$ cat config.mk
export PLATFORM = sky130hd
export DESIGN_NAME = scrd_div_cell
export DESIGN_NICKNAME = d
export VERILOG_FILES = /design/src/design/spherical_camera_ray_direction_assert.svh /design/src/design/scrd_pkg.sv /design/src/design/scrd_div_cell.sv
export SDC_FILE = /design/constraint.sdc
export NUM_CORES = 1
export LEC_CHECK = 0
export ABC_AREA = 0
export BUFFER_PORTS_ARGS = -buffer_cell sky130_fd_sc_hd__clkbuf_2
export CAP_MARGIN = 20
export CORE_AREA = 2 2 270 272
export DETAILED_ROUTE_END_ITERATION = 12
export DIE_AREA = 0 0 272 274
export PLACE_DENSITY = 0.47
export SLEW_MARGIN = 5
export SYNTH_ARGS = -nofsm -noshare
export SYNTH_HDL_FRONTEND = slang
export SYNTH_SLANG_ARGS = --single-unit
$ cat constraint.sdc
create_clock -name clk -period 4.7 [get_ports clk]
set_input_delay 0.94 -clock clk [delete_from_list [all_inputs] [get_ports clk]]
set_output_delay 0.94 -clock clk [all_outputs]
set_load 0.01 [all_outputs]
$ cat src/design/spherical_camera_ray_direction_assert.svh
// Assertion macros for the spherical camera ray direction block.
// Included by the top level; expects signals clk and rst in scope.
`ifndef SPHERICAL_CAMERA_RAY_DIRECTION_ASSERT_SVH
`define SPHERICAL_CAMERA_RAY_DIRECTION_ASSERT_SVH

// Property that must hold in the same cycle as its trigger.
`define SCRD_ASSERT_IMPLY(lbl, cond, prop) \
  lbl: assert property (@(posedge clk) disable iff (rst) (cond) |-> (prop)) \
    else $error("scrd assertion failed");

// Property that must hold a fixed number of cycles after its trigger.
`define SCRD_ASSERT_DELAY(lbl, cond, n, prop) \
  lbl: assert property (@(posedge clk) disable iff (rst) (cond) |-> ##(n) (prop)) \
    else $error("scrd assertion failed");

`endif

$ cat src/design/scrd_pkg.sv
// Shared types and constants of the spherical camera ray direction block.
// No dependencies.
package scrd_pkg;

  localparam int NUM_W     = 48;
  localparam int FRAC_W    = 32;
  localparam int NQ_W      = NUM_W + FRAC_W;
  localparam int DIV_STEPS = NQ_W;
  localparam int DEN0_W    = 29;
  localparam int DEN_W     = 45;
  localparam int CW        = 34;
  localparam int ATAN_LEN  = 24;

  localparam logic [15:0] DEG_DIVISOR = 16'd46080;
  localparam logic signed [CW-1:0] CORDIC_GAIN = 34'sd652032874;

  localparam logic [31:0] ATAN_TURNS [ATAN_LEN] = '{
    32'd536870912, 32'd316933406, 32'd167458907, 32'd85004756, 32'd42667331,
    32'd21354465, 32'd10679838, 32'd5340245, 32'd2670163, 32'd1335087,
    32'd667544, 32'd333772, 32'd166886, 32'd83443, 32'd41722, 32'd20861,
    32'd10430, 32'd5215, 32'd2608, 32'd1304, 32'd652, 32'd326, 32'd163, 32'd81
  };

  localparam logic [2:0] REG_HRES  = 3'd0;
  localparam logic [2:0] REG_VRES  = 3'd1;
  localparam logic [2:0] REG_PSIZE = 3'd2;
  localparam logic [2:0] REG_HHALF = 3'd3;
  localparam logic [2:0] REG_VHALF = 3'd4;
  localparam logic [2:0] REG_BU    = 3'd5;
  localparam logic [2:0] REG_BV    = 3'd6;
  localparam logic [2:0] REG_BW    = 3'd7;

  typedef struct packed {
    logic [DEN_W-1:0] r;
    logic [NQ_W-1:0]  nq;
    logic [DEN_W-1:0] den;
    logic             neg;
    logic             zero;
  } div_lane_t;

  typedef struct packed {
    logic signed [CW-1:0] x;
    logic signed [CW-1:0] y;
    logic signed [CW-1:0] t;
    logic                 flip;
  } cordic_lane_t;

endpackage

$ cat src/design/scrd_div_cell.sv
// One restoring division step for the azimuth and elevation lanes.
// Depends on scrd_pkg.
module scrd_div_cell (
  input  logic                         clk,
  input  logic                         rst,
  input  logic                         in_valid,
  input  scrd_pkg::div_lane_t [1:0]    in_lane,
  output logic                         out_valid,
  output scrd_pkg::div_lane_t [1:0]    out_lane
);

  scrd_pkg::div_lane_t [1:0] lane_next;

  always_comb begin
    logic [scrd_pkg::DEN_W:0] rs;
    logic [scrd_pkg::DEN_W:0] diff;
    logic                     ge;
    for (int k = 0; k < 2; k++) begin
      rs   = {in_lane[k].r, in_lane[k].nq[scrd_pkg::NQ_W-1]};
      diff = rs - {1'b0, in_lane[k].den};
      ge   = rs >= {1'b0, in_lane[k].den};
      lane_next[k]    = in_lane[k];
      lane_next[k].r  = ge ? diff[scrd_pkg::DEN_W-1:0] : rs[scrd_pkg::DEN_W-1:0];
      lane_next[k].nq = {in_lane[k].nq[scrd_pkg::NQ_W-2:0], ge};
    end
  end

  always_ff @(posedge clk) begin
    if (rst) begin
      out_valid <= 1'b0;
    end else begin
      out_valid <= in_valid;
    end
  end

  always_ff @(posedge clk) begin
    out_lane <= lane_next;
  end

endmodule

==> impl_results.md <==
- Status: completed
- Synth unique cells: 64
- # IOs: 692
- Largest net degree at the start of global routing: 29
- TritonRoute pass-1 iters: 4
- FF/Latch Area: 6910 um2
- Synthesized flop and latch total: approximately 350
- Count of final setup violators: 0
- ANT nets after route: 0
- Post-DR wirelength/cell: 18.1 um
- Met1 wire length: about 20,000 um
- Clock tree buffer depth: 3
- Met3 wire length: 3760 um
- CTS tree: built
- Die X: about 270 um
- Crit Path Class: input port to register
- Top layer in use: met5
- Share of the synthesized area in the top cell type: between 50% and 60%
- Nets: 2,436
- TNS Setup: 0 ns
- # fillers: 7,795
- HPWL Detailed: 45,800 um
- CP Data Required Time: roughly 5.2 ns
- Post-synth ARST share: 0%
- Drt drc: 0
- Die H: ~270 um
- Final min period: a little over 4 ns
- Fmax: 0.248 GHz
- Pwr per Cell Area: roughly 420 nW/um2
- Post-synth EDFFs: 0
- First-pass GRT wire length: 77,600 um
- Mapped Area: 13,500 um2
- CTS clock-pin slew for the worst setup and hold paths: 0.07 ns
- LEAKAGE: between 9 and 10 nW
- Final Slew Violations: 0
- CTS Hold Bufs: 0
- Critical path peak fanout: 6
- FP Rows: 99
- CTS H-tree lvls: 2
- Vias/cell: between 4 and 5
- Inserted Clock Buffers: between 40 and 50
- Tcrit/Tclk final: ~86%
- Top post-synthesis cells by area: dfxtp_1, ha_1, mux2_2, mux2_4, a21oi_1
- Post-CTS Setup Inserts: 0
- Die area: about 75,000 um2
- Worst-margin pin slew: roughly 0.96 ns
- Overall Power: between 8 and 9 mW
- Final hold slack: between 0.4 and 0.5 ns
- Fin worst setup slack: ~0.66 ns
- Yosys warnings: 0
- Share of cells above drive strength 1: between 40% and 50%
- Final Wtd Congestion: just over 0.8
- Pre-CTS worst setup slack: about 0.10 ns
- GRT Util Overall: between 10% and 20%
- Slew HR: between 30% and 40%
- Vias in the first global route: roughly 13k
- Max Cap Violations: 0
- Seq/Total Area, Yosys: 51.2%
- Mean Syn Cell Area: 10.6 um2
- Post-place instance area: 18,200 um2
- CTS root buffer: clkbuf_16
- Util after Layout: between 20% and 30%
- DP Cell Count: 2,913
- RSZ-0062 raised after global routing: false
- Area grow syn2layout: 44.4%
- CP arrival: 4.49 ns
- Setup crit start kind: input port
- Port Buf Inserts: a little under 700
- Post-Route WL: roughly 54,000 um
- Routed length on met2: between 20,000 and 30,000 um
- Synth area leader: dfxtp_1
- CP Capture Type: register
- Vias: between 10k and 15k
- Mapped Cells: ~1.3k
- Initial core utilization: a little under a fifth
- Resize count post-CTS: 0
- Maximum VDD drop: between 0.0003 and 0.0004 V
- Finished Cell Area: ~19,000 um2
- Hold Path Class: input port to register
- Area taken by multi-input logic gates: roughly 6000 um2
- Synth Flop Type: dfxtp_1
- Initial antenna violation count: 7
- Core area: around 70,000 um2
- Grt ovf: 0
- Clock sink count: around 350
- Final hold violations: 0
- Synth Net Count: about 1.7k
- Starting DRT DRC Count: 423
- Final Instance Count excl. Fillers: 2,989
[power by group]
group          internal (mW)  switching (mW)
clock network           1.78            1.32
logic                  0.776           0.967
registers               3.21          0.0964
total                   5.77            2.39
[state kept, by name, summed over array words and instances (netlist names)]
name / cells
out_lane: 344
out_valid: 1
[layer usage]
metal	track usage, %	vias up
li1	-	5896
met4	4.77	6
met3	3.86	72
met5	0	-
met1	13.6	5623
met2	27.2	431
[placed cells by master, fill, tap and decap left out, drive strengths merged, types with 4 or more instances in the layout]
cell,netlist,final
nand3,15,15
xnor2,44,44
nor2b,6,6
o21ai,49,49
o21bai,17,17
nand2b,7,7
clkinv,0,10
nand2,62,62
and4,4,4
or4,4,4
nor2,40,40
inv,127,132
o21a,14,14
or3,5,5
and2,5,5
dfxtp,345,345
mux2,82,82
nand4,25,25
a211o,5,5
clkinvlp,0,4
or2,7,7
a21boi,6,6
xor2,28,28
a211oi,10,10
nor3,11,11
a31oi,15,15
clkbuf,20,745
mux2i,7,7
a21o,45,45
o211ai,12,12
o31ai,5,5
a311oi,4,4
and3,11,11
ha,90,90
a21oi,98,98
buf,10,20
[kinds of logic after synthesis]
family	share of synthesized area [%]
mux	8.28
flops	51.2
xor+xnor	4.68
buf+inv	4.64
simple gates	8.09
compound gates	14.5
fa+ha+maj	8.65
[cell type report]
type                            instances  area share [%]
Antenna cell                            2          0.0257
Clock inverter                         20           0.906
Tap cell                              959            6.16
Clock buffer                           54            5.83
Sequential cell                       345            35.5
Multi-Input combinational cell        771            30.6
Inverter                              127            2.45
Timing Repair Buffer                  711            18.6
[Yosys cell counts (all sizes together), types with 25 or more instances]
| cell type | count |
|---|---|
| dfxtp | 345 |
| inv | 127 |
| mux2 | 82 |
| xor2 | 28 |
| xnor2 | 44 |
| nand4 | 25 |
| nor2 | 40 |
| ha | 90 |
| a21o | 45 |
| a21oi | 98 |
| nand2 | 62 |
| o21ai | 49 |
[final timing paths]
path / start / endpoint / slack, ns / cells after the start
max: in_lane[298] / out_lane[327] / 0.66 / 15
min: in_lane[121] / out_lane[122] / 0.47 / 1
[worst max-delay path, stage by stage]
cell and delay, ns:
clkbuf_2 0.09, inv_1 0.07, ha_1 0.18, inv_1 0.06, fa_1 0.40, a21oi_1 0.28, o211ai_1 0.18, a21oi_1 0.20
o21ai_0 0.17, buf_4 0.19, a21oi_1 0.42, o211ai_1 0.41, a21boi_0 0.52, xnor2_1 0.12, mux2_2 0.27
Power figures use the tool's default switching activity.
